--- src/design/ifd_pkg.sv ---
// ----------------------------------------------------------------------------
// IMU frame decoder package
// Shared constants, the frame record type and the byte-wide CRC-16 update.
// ----------------------------------------------------------------------------
package ifd_pkg;

  // Largest payload accepted before a frame is dropped.
  localparam int MAX_PAYLOAD = 256;
  localparam int OFS_W       = $clog2(MAX_PAYLOAD + 1);
  localparam int LEN_CMP_W   = 17;

  // Payload bytes kept for item extraction.
  localparam int STORE_DEPTH = 32;
  localparam int STORE_AW    = $clog2(STORE_DEPTH);
  localparam int REC_BYTES   = 30;

  localparam logic [7:0]  SYNC1_BYTE = 8'h5A;
  localparam logic [7:0]  SYNC2_BYTE = 8'hA5;
  localparam logic [15:0] CRC_POLY   = 16'h1021;

  // Item tags.
  localparam int NUM_TAGS = 5;
  localparam int TAG_IW   = $clog2(NUM_TAGS);
  localparam logic [NUM_TAGS-1:0][7:0] TAG_RESET = {8'd208, 8'd192, 8'd176, 8'd160, 8'd144};
  localparam int TAG_OFS [NUM_TAGS] = '{0, 2, 9, 16, 23};

  // Configuration register indexes.
  localparam logic [2:0] REG_ID_TAG     = 3'd0;
  localparam logic [2:0] REG_ACCEL_TAG  = 3'd1;
  localparam logic [2:0] REG_GYRO_TAG   = 3'd2;
  localparam logic [2:0] REG_MAGNET_TAG = 3'd3;
  localparam logic [2:0] REG_EULER_TAG  = 3'd4;

  // Result kinds.
  localparam logic [2:0] KIND_ID     = 3'd0;
  localparam logic [2:0] KIND_ACCEL  = 3'd1;
  localparam logic [2:0] KIND_GYRO   = 3'd2;
  localparam logic [2:0] KIND_MAGNET = 3'd3;
  localparam logic [2:0] KIND_EULER  = 3'd4;
  localparam logic [2:0] KIND_STATUS = 3'd5;

  typedef struct packed {
    logic       valid;
    logic [2:0] index;
    logic [7:0] data;
  } ifd_cfg_wr_t;

  // Everything the back end needs to emit the results of one frame.
  typedef struct packed {
    logic                      ok;
    logic [15:0]               len;
    logic [NUM_TAGS-1:0]       mask;
    logic [REC_BYTES-1:0][7:0] bytes;
  } ifd_rec_t;

  localparam int Q_DEPTH = 2;
  localparam int Q_AW    = $clog2(Q_DEPTH);

  // CRC-16-CCITT, MSB first, one byte.
  function automatic logic [15:0] crc_byte(input logic [15:0] crc, input logic [7:0] b);
    logic [15:0] c;
    c = crc ^ {b, 8'h00};
    for (int i = 0; i < 8; i++) begin
      c = c[15] ? ({c[14:0], 1'b0} ^ CRC_POLY) : {c[14:0], 1'b0};
    end
    return c;
  endfunction

  localparam logic [15:0] CRC_SYNC_INIT = crc_byte(crc_byte(16'h0000, SYNC1_BYTE), SYNC2_BYTE);

endpackage

--- src/design/imu_frame_decoder.sv ---
// ----------------------------------------------------------------------------
// IMU frame decoder
// Byte-serial parser for sync/length/CRC16 framed sensor packets.
// ----------------------------------------------------------------------------
//
// Channel   Direction  Word contents
// in_       slave      one received serial byte
// out_      master     one decoded item: kind, three values, last of frame
// cfg_      slave      write of one item tag register (index 0..4)
//
// The decoder takes one byte per cycle whenever in_tready is high. The front
// end parses and updates the CRC-16 with a byte-wide step in the same cycle,
// so a frame end is known on the cycle its last byte is accepted. It then
// pushes a frame record into a two-entry queue; the back end emits one word
// per cycle from it while out_tready does not stall it, up to six words per
// frame, each passing through the back end's output register. in_tready drops
// only when both queue slots hold frames, which happens only under sustained
// backpressure on the output. Reset is synchronous; the field store is
// cleared directly by it, so no clearing pass follows. cfg_ready is always
// high; tag registers are meant to be written while the decoder is idle.
//
module imu_frame_decoder (
  input  logic        clk,
  input  logic        rst_n,
  // Input bytes.
  input  logic        in_tvalid,
  output logic        in_tready,
  input  logic [7:0]  in_tdata,   // [7:0] rx_byte
  // Decoded items.
  output logic        out_tvalid,
  input  logic        out_tready,
  output logic [47:0] out_tdata,  // [15:0] value_a, [31:16] value_b, [47:32] value_c
  output logic [2:0]  out_tuser,  // [2:0] item_kind
  output logic        out_tlast,  // last_of_frame
  // Tag register writes.
  input  logic        cfg_valid,
  output logic        cfg_ready,
  input  logic [2:0]  cfg_index,
  input  logic [7:0]  cfg_data
);
  import ifd_pkg::*;

  ifd_cfg_wr_t cfg_wr;
  ifd_rec_t    push_rec;
  ifd_rec_t    head_rec;
  logic        push;
  logic        q_full;
  logic        q_nonempty;
  logic        q_pop;
  logic        byte_acc;

  // A byte is taken whenever the queue has room for the frame it might end.
  assign in_tready = !q_full;
  assign byte_acc  = in_tvalid && in_tready;

  assign cfg_ready    = 1'b1;
  assign cfg_wr.valid = cfg_valid && cfg_ready;
  assign cfg_wr.index = cfg_index;
  assign cfg_wr.data  = cfg_data;

  ifd_front u_front (
    .clk      (clk),
    .rst_n    (rst_n),
    .byte_acc (byte_acc),
    .rx_byte  (in_tdata),
    .cfg_wr   (cfg_wr),
    .push     (push),
    .push_rec (push_rec)
  );

  ifd_queue u_queue (
    .clk      (clk),
    .rst_n    (rst_n),
    .push     (push),
    .push_rec (push_rec),
    .full     (q_full),
    .pop      (q_pop),
    .nonempty (q_nonempty),
    .head_rec (head_rec)
  );

  ifd_back u_back (
    .clk       (clk),
    .rst_n     (rst_n),
    .rec_valid (q_nonempty),
    .rec       (head_rec),
    .rec_pop   (q_pop),
    .out_valid (out_tvalid),
    .out_ready (out_tready),
    .out_kind  (out_tuser),
    .out_data  (out_tdata),
    .out_last  (out_tlast)
  );

endmodule

--- src/design/ifd_front.sv ---
// ----------------------------------------------------------------------------
// IMU frame decoder front end
// Parses bytes, runs the CRC, fills the field store and tag registers, and
// hands one record per completed frame to the queue.
// ----------------------------------------------------------------------------
module ifd_front (
  input  logic                clk,
  input  logic                rst_n,
  input  logic                byte_acc,
  input  logic [7:0]          rx_byte,
  input  ifd_pkg::ifd_cfg_wr_t cfg_wr,
  output logic                push,
  output ifd_pkg::ifd_rec_t   push_rec
);
  import ifd_pkg::*;

  typedef enum logic [6:0] {
    ST_IDLE  = 7'b0000001,
    ST_SYNC2 = 7'b0000010,
    ST_LENL  = 7'b0000100,
    ST_LENH  = 7'b0001000,
    ST_CRCL  = 7'b0010000,
    ST_CRCH  = 7'b0100000,
    ST_DATA  = 7'b1000000
  } ifd_state_t;

  ifd_state_t                 state_r, state_nxt;
  logic [15:0]                len_r, len_nxt;
  logic [15:0]                rcrc_r, rcrc_nxt;
  logic [15:0]                crc_r, crc_nxt;
  logic [OFS_W-1:0]           ofs_r, ofs_nxt;
  logic [OFS_W:0]             ofs_inc;
  logic [15:0]                crc_upd;
  logic                       store_we;
  logic                       frame_end;
  logic [7:0]                 store_r [STORE_DEPTH];
  logic [NUM_TAGS-1:0][7:0]   tag_r;
  logic [REC_BYTES-1:0][7:0]  view;
  logic                       crc_ok;

  assign crc_upd = crc_byte(crc_r, rx_byte);
  assign ofs_inc = {1'b0, ofs_r} + 1'b1;

  always_comb begin
    state_nxt = state_r;
    len_nxt   = len_r;
    rcrc_nxt  = rcrc_r;
    crc_nxt   = crc_r;
    ofs_nxt   = ofs_r;
    store_we  = 1'b0;
    frame_end = 1'b0;
    if (byte_acc) begin
      unique case (state_r)
        ST_IDLE: begin
          if (rx_byte == SYNC1_BYTE) state_nxt = ST_SYNC2;
        end
        ST_SYNC2: begin
          if (rx_byte == SYNC2_BYTE) begin
            crc_nxt   = CRC_SYNC_INIT;
            state_nxt = ST_LENL;
          end else begin
            state_nxt = ST_IDLE;
          end
        end
        ST_LENL: begin
          len_nxt   = {8'h00, rx_byte};
          crc_nxt   = crc_upd;
          state_nxt = ST_LENH;
        end
        ST_LENH: begin
          len_nxt   = {rx_byte, len_r[7:0]};
          crc_nxt   = crc_upd;
          state_nxt = ST_CRCL;
        end
        ST_CRCL: begin
          rcrc_nxt  = {8'h00, rx_byte};
          state_nxt = ST_CRCH;
        end
        ST_CRCH: begin
          rcrc_nxt  = {rx_byte, rcrc_r[7:0]};
          ofs_nxt   = '0;
          state_nxt = ST_DATA;
        end
        ST_DATA: begin
          if (ofs_r >= OFS_W'(MAX_PAYLOAD)) begin
            // Oversize payload: drop this byte and the frame.
            ofs_nxt   = '0;
            state_nxt = ST_IDLE;
          end else begin
            store_we = (ofs_r < OFS_W'(STORE_DEPTH));
            ofs_nxt  = ofs_inc[OFS_W-1:0];
            crc_nxt  = crc_upd;
            if (LEN_CMP_W'(ofs_inc) >= LEN_CMP_W'(len_r)) begin
              frame_end = 1'b1;
              state_nxt = ST_IDLE;
            end
          end
        end
        default: state_nxt = ST_IDLE;
      endcase
    end
  end

  // Store contents as they will be after this byte lands.
  always_comb begin
    for (int i = 0; i < REC_BYTES; i++) begin
      view[i] = (store_we && ofs_r == OFS_W'(i)) ? rx_byte : store_r[i];
    end
  end

  assign crc_ok = (crc_upd == rcrc_r);

  always_comb begin
    push_rec.ok    = crc_ok;
    push_rec.len   = len_r;
    push_rec.bytes = view;
    for (int k = 0; k < NUM_TAGS; k++) begin
      push_rec.mask[k] = crc_ok && (view[TAG_OFS[k]] == tag_r[k]);
    end
  end

  assign push = frame_end;

  always_ff @(posedge clk) begin
    if (!rst_n) begin
      state_r <= ST_IDLE;
      len_r   <= '0;
      rcrc_r  <= '0;
      crc_r   <= '0;
      ofs_r   <= '0;
      tag_r   <= TAG_RESET;
      for (int i = 0; i < STORE_DEPTH; i++) store_r[i] <= '0;
    end else begin
      state_r <= state_nxt;
      len_r   <= len_nxt;
      rcrc_r  <= rcrc_nxt;
      crc_r   <= crc_nxt;
      ofs_r   <= ofs_nxt;
      if (store_we) store_r[ofs_r[STORE_AW-1:0]] <= rx_byte;
      if (cfg_wr.valid) begin
        unique case (cfg_wr.index)
          REG_ID_TAG:     tag_r[0] <= cfg_wr.data;
          REG_ACCEL_TAG:  tag_r[1] <= cfg_wr.data;
          REG_GYRO_TAG:   tag_r[2] <= cfg_wr.data;
          REG_MAGNET_TAG: tag_r[3] <= cfg_wr.data;
          REG_EULER_TAG:  tag_r[4] <= cfg_wr.data;
          default: ;
        endcase
      end
    end
  end

endmodule

--- src/design/ifd_queue.sv ---
// ----------------------------------------------------------------------------
// IMU frame decoder record queue
// Two-entry queue of frame records between the front and back ends.
// ----------------------------------------------------------------------------
module ifd_queue (
  input  logic              clk,
  input  logic              rst_n,
  input  logic              push,
  input  ifd_pkg::ifd_rec_t push_rec,
  output logic              full,
  input  logic              pop,
  output logic              nonempty,
  output ifd_pkg::ifd_rec_t head_rec
);
  import ifd_pkg::*;

  ifd_rec_t         mem_r [Q_DEPTH];
  logic [Q_AW-1:0]  wp_r;
  logic [Q_AW-1:0]  rp_r;
  logic [Q_AW:0]    cnt_r;
  logic             do_push;
  logic             do_pop;

  assign full     = (cnt_r == (Q_AW + 1)'(Q_DEPTH));
  assign nonempty = (cnt_r != '0);
  assign head_rec = mem_r[rp_r];
  assign do_push  = push && !full;
  assign do_pop   = pop && nonempty;

  always_ff @(posedge clk) begin
    if (do_push) mem_r[wp_r] <= push_rec;
  end

  always_ff @(posedge clk) begin
    if (!rst_n) begin
      wp_r  <= '0;
      rp_r  <= '0;
      cnt_r <= '0;
    end else begin
      if (do_push) wp_r <= wp_r + 1'b1;
      if (do_pop)  rp_r <= rp_r + 1'b1;
      if (do_push && !do_pop)      cnt_r <= cnt_r + 1'b1;
      else if (do_pop && !do_push) cnt_r <= cnt_r - 1'b1;
    end
  end

endmodule

--- src/design/ifd_back.sv ---
// ----------------------------------------------------------------------------
// IMU frame decoder back end
// Walks the matched items of the head record, one result per cycle unless the
// output stalls, then the status result, into a registered output stage.
// ----------------------------------------------------------------------------
module ifd_back (
  input  logic              clk,
  input  logic              rst_n,
  input  logic              rec_valid,
  input  ifd_pkg::ifd_rec_t rec,
  output logic              rec_pop,
  output logic              out_valid,
  input  logic              out_ready,
  output logic [2:0]        out_kind,
  output logic [47:0]       out_data,
  output logic              out_last
);
  import ifd_pkg::*;

  logic                first_r;
  logic [NUM_TAGS-1:0] pend_r;
  logic [NUM_TAGS-1:0] cur_mask;
  logic [NUM_TAGS-1:0] low_bit;
  logic [2:0]          sel;
  logic                load;
  logic                out_valid_r;
  logic [2:0]          kind_r, kind_nxt;
  logic [47:0]         data_r, data_nxt;
  logic                last_r, last_nxt;

  function automatic logic [15:0] le16(input logic [REC_BYTES-1:0][7:0] b, input int idx);
    return {b[idx + 1], b[idx]};
  endfunction

  assign cur_mask = first_r ? rec.mask : pend_r;
  assign load     = rec_valid && (!out_valid_r || out_ready);

  always_comb begin
    sel     = KIND_STATUS;
    low_bit = '0;
    for (int k = NUM_TAGS - 1; k >= 0; k--) begin
      if (cur_mask[k]) begin
        sel     = 3'(k);
        low_bit = NUM_TAGS'(1) << k;
      end
    end
  end

  always_comb begin
    kind_nxt = sel;
    last_nxt = 1'b0;
    unique case (sel)
      KIND_ID:     data_nxt = {32'h0, 8'h00, rec.bytes[TAG_OFS[0] + 1]};
      KIND_ACCEL:  data_nxt = {le16(rec.bytes, TAG_OFS[1] + 5), le16(rec.bytes, TAG_OFS[1] + 3),
                               le16(rec.bytes, TAG_OFS[1] + 1)};
      KIND_GYRO:   data_nxt = {le16(rec.bytes, TAG_OFS[2] + 5), le16(rec.bytes, TAG_OFS[2] + 3),
                               le16(rec.bytes, TAG_OFS[2] + 1)};
      KIND_MAGNET: data_nxt = {le16(rec.bytes, TAG_OFS[3] + 5), le16(rec.bytes, TAG_OFS[3] + 3),
                               le16(rec.bytes, TAG_OFS[3] + 1)};
      KIND_EULER:  data_nxt = {le16(rec.bytes, TAG_OFS[4] + 5), le16(rec.bytes, TAG_OFS[4] + 3),
                               le16(rec.bytes, TAG_OFS[4] + 1)};
      default: begin
        // Status closes the frame: 0 for a good CRC, 1 for a mismatch.
        data_nxt = {16'h0000, rec.len, 15'h0000, !rec.ok};
        last_nxt = 1'b1;
      end
    endcase
  end

  assign rec_pop = load && (sel == KIND_STATUS);

  always_ff @(posedge clk) begin
    if (load) begin
      kind_r <= kind_nxt;
      data_r <= data_nxt;
      last_r <= last_nxt;
    end
  end

  always_ff @(posedge clk) begin
    if (!rst_n) begin
      out_valid_r <= 1'b0;
      first_r     <= 1'b1;
      pend_r      <= '0;
    end else begin
      if (load) begin
        out_valid_r <= 1'b1;
        if (sel == KIND_STATUS) begin
          first_r <= 1'b1;
        end else begin
          first_r <= 1'b0;
          pend_r  <= cur_mask & ~low_bit;
        end
      end else if (out_ready) begin
        out_valid_r <= 1'b0;
      end
    end
  end

  assign out_valid = out_valid_r;
  assign out_kind  = kind_r;
  assign out_data  = data_r;
  assign out_last  = last_r;

endmodule

--- config.mk ---
export PLATFORM = sky130hd
export DESIGN_NAME = imu_frame_decoder
export DESIGN_NICKNAME = d
export VERILOG_FILES = /design/src/design/ifd_pkg.sv /design/src/design/imu_frame_decoder.sv /design/src/design/ifd_front.sv /design/src/design/ifd_queue.sv /design/src/design/ifd_back.sv
export SDC_FILE = /design/constraint.sdc
export NUM_CORES = 1
export LEC_CHECK = 0
export CAP_MARGIN = 20
export CORE_ASPECT_RATIO = 0.6
export CORE_UTILIZATION = 45
export CTS_BUF_LIST = sky130_fd_sc_hd__clkbuf_16
export CTS_CLUSTER_SIZE = 25
export DETAILED_ROUTE_END_ITERATION = 10
export DONT_BUFFER_PORTS = 1
export GPL_ROUTABILITY_DRIVEN = 1
export GPL_TIMING_DRIVEN = 0
export HOLD_SLACK_MARGIN = 0.05
export PLACE_DENSITY_LB_ADDON = 0.08
export SETUP_SLACK_MARGIN = 0.1
export SLEW_MARGIN = 25
export SYNTH_ARGS = -nofsm -noshare
export SYNTH_HDL_FRONTEND = slang
export SYNTH_HIERARCHICAL = 1
export SYNTH_SLANG_ARGS = --single-unit
--- constraint.sdc ---
create_clock -name clk -period 42.1 [get_ports clk]
set_input_delay 8.42 -clock clk [delete_from_list [all_inputs] [get_ports clk]]
set_output_delay 8.42 -clock clk [all_outputs]
set_load 0.01 [all_outputs]
==> results by group <==
Die
  – Core footprint: a little over 80,000 sq um
  – Die Width: between 300 and 400 um
  – Initial Util: 0.459
  – IO Pins: 79
  – Rows: just over 80
  – Die area: about 85,000 sq um
  – Chip Height: around 230 um

Logic synthesis
  – Net Count, Synth: roughly 2.7k
  – Cells after Synth: 2,675
  – Synth warn: 6
  – Synthesized area: approximately 38,000 sq um
  – Avg Cell Area, Syn: 14.1 sq um

Setup path
  – Slowest cell on the critical path: nor3_1
  – R2R cell count: 14
  – R2R setup slack: 36.63 ns
  – R2r endpoint: u_queue/mem_r[0][89]
  – Worst path max stage delay: 0.86 ns
  – Required time of the critical path: 42.47 ns
  – Worst-path fanout max: 14
  – Type of the worst setup path: in -> reg
  – Worst setup SP type: input pin
  – CP Capture Type: flip-flop
  – Most used cell along the critical path: buf_6
  – Worst reg2reg startpoint: u_queue/cnt_r[0]
  – Critical-path cell list: nor2b_1 -> nor3b_2 -> nand3_1 -> nor3_1 -> inv_1 -> nor3_4 -> buf_6 -> buf_6 -> buf_6 -> buf_6 -> buf_6 -> buf_6
  – Arr. time, crit path: 12.85 ns

Place
  – Input/output buffers: 0
  – Placed instance count: 3,823
  – Post-DP Area: between 30,000 and 40,000 sq um
  – Gpl congestion: between 0.9 and 1
  – DP HPWL: 89,000 um

Job
  – Max cap viols: 0

CTS
  – Hold buffers post-CTS: 0
  – CTS max path bufs: 3
  – Worst-Skew Late Latency: between 0.6 and 0.7 ns
  – Postcts setup bufs: 0
  – TritonCTS buffer count: 82
  – CTS tree: yes
  – Root cell of the clock tree: clkbuf_16
  – H-tree levels: 3
  – Post-cts sizing count: 0
  – Reg clk slew, reported paths: roughly 0.06 ns
  – CTS sink cnt: ~850

Finish
  – Area Growth Syn to Fin: 12.1%
  – Multi-input gate area: around 12,000 sq um
  – Design area: 42,400 sq um
  – Layout cells sized above 1: 0.244
  – Nets: about 2.8k
  – Number of fill cells in the layout: 6,965
  – Sequential cell area: 24,400 sq um
  – Final non-filler cell total: 3,975

Power and ir drop
  – Maximum vdd drop: 0.0000288 V
  – PD cells: 41.0 nW/um^2
  – Pleak: between 10 and 15 nW

Routing
  – DRC Markers: 0
  – Drt first pass iters: 8
  – ANT nets after route: 0
  – Total Wirelength: approximately 130,000 um
  – Vias/cell: slightly above 6
  – Initial DRC Count: 3,517
  – Post-DR wirelength/cell: around 32 um
  – Via Count: between 20k and 25k

Global routing
  – GRT Total Usage: 0.296
  – GRT overflow: 0
  – Initial antenna violation count: 10
  – Largest net degree at the start of global routing: between 40 and 50
  – Vias in the first global route: 23.0k
  – First-pass GRT wire length: between 150,000 and 200,000 um

Timing
  – Max Freq: approximately 80 MHz
  – Final Cycle Share: 0.296
  – Clock skew: roughly 0.029 ns
  – Worst rel slew slack: 0.165
  – Slew @ Worst Pin: ~1.3 ns
  – Setup TNS: 0 ns
  – Pins Over Slew Limit: 0
  – Final hold viol count: 0
  – Final setup viols: 0
  – Min Tclk post-route: about 12 ns
  – RSZ-0062 raised after global routing: no

Hold path
  – Worst hold endpoint: u_front/tag_r[11]
  – Worst hold path class: reg -> reg
  – HP Start: u_front/tag_r[11]
  – Worst hold path depth: 2

Status
  – Status: complete, no violations
[worst max-delay path by stage]
stage                   start                   end  slack, ns  cells past startpoint
CTS                 in_tvalid  u_queue/mem_r[0][89]      29.69                     12
detailed placement  in_tvalid  u_queue/mem_r[0][36]      28.98                     12
floorplan           in_tvalid          u_queue/wp_r      23.45                      7
finish              in_tvalid  u_queue/mem_r[0][89]      29.62                     12
global placement    in_tvalid  u_queue/mem_r[0][36]      16.42                      6
global route        in_tvalid  u_queue/mem_r[0][89]      29.40                     12
[worst max-delay path: cells and delay by family]
kind / cells / cell delay [ns]
simple gates: 5 / 2.86
buf+inv: 7 / 1.51
[per-stage QoR]
step | setup WS [ns] | total power [mW] | utilization | hold WS [ns]
floorplan | 23.45 | 0.980 | - | 0.436
global placement | 16.42 | 1.01 | 0.476 | 0.449
detailed placement | 28.98 | 1.01 | 0.483 | 0.455
CTS | 29.69 | 1.75 | 0.514 | 0.466
global route | 29.40 | 1.78 | 0.514 | 0.478
finish | 29.62 | 1.74 | 0.515 | 0.465
[flip-flops by register name, summed over array words and instances (netlist names), named ones only]
name and cells:
u_queue/mem_r 444, u_queue/wp_r 1, u_queue/cnt_r 2, u_front/len_r 16
u_back/out_kind 3, u_back/out_valid 1, u_back/out_data 48, u_queue/rp_r 1
u_front/ofs_r 9, u_front/store_r 240, u_back/pend_r 4, u_back/first_r 1
u_front/rcrc_r 16, u_front/state_r 7, u_back/out_last 1, u_front/crc_r 16
u_front/tag_r 40
[power by group]
group          leakage, nW  switching [mW]  internal [mW]
Sequential            7.71         0.00527          0.925
Combinational         5.20          0.0522         0.0173
Clock                 1.36           0.330          0.410
[metal layers]
layer,up-vias,wire (um),track usage
met5,-,0,0
met3,174,16200,0.0881
met1,12300,57800,0.464
met4,0,2560,0.0686
li1,10300,-,-
met2,1372,49600,0.395
[layout by cell type (no fill, tap or decap), drive strengths merged, types with 9 or more instances in the layout]
| cell type | n |
|---|---|
| xor2 | 43 |
| and3 | 16 |
| mux2i | 13 |
| nand2 | 178 |
| a222oi | 48 |
| xnor2 | 45 |
| nand4 | 14 |
| dfxtp | 115 |
| nor2 | 159 |
| nor4 | 9 |
| a21oi | 90 |
| and2 | 65 |
| clkinv | 40 |
| inv | 60 |
| nand3 | 38 |
| mux2 | 431 |
| buf | 89 |
| clkbuf | 230 |
| o21ai | 56 |
| edfxtp | 736 |
| a22oi | 39 |
| ha | 15 |
| o22ai | 12 |
| nor3 | 190 |
[cell type report]
| class | instances | area share |
|---|---|---|
| multi-input combinational | 1572 | 0.291 |
| sequential | 851 | 0.576 |
| buffer | 206 | 0.0242 |
| clock inverter | 62 | 0.0117 |
| antenna | 5 | 0.000295 |
| clock buffer | 85 | 0.0502 |
| timing repair buffer | 28 | 0.0103 |
| tap | 1120 | 0.0330 |
| inverter | 46 | 0.00413 |
Note: power is estimated with default switching activity, not from simulation.
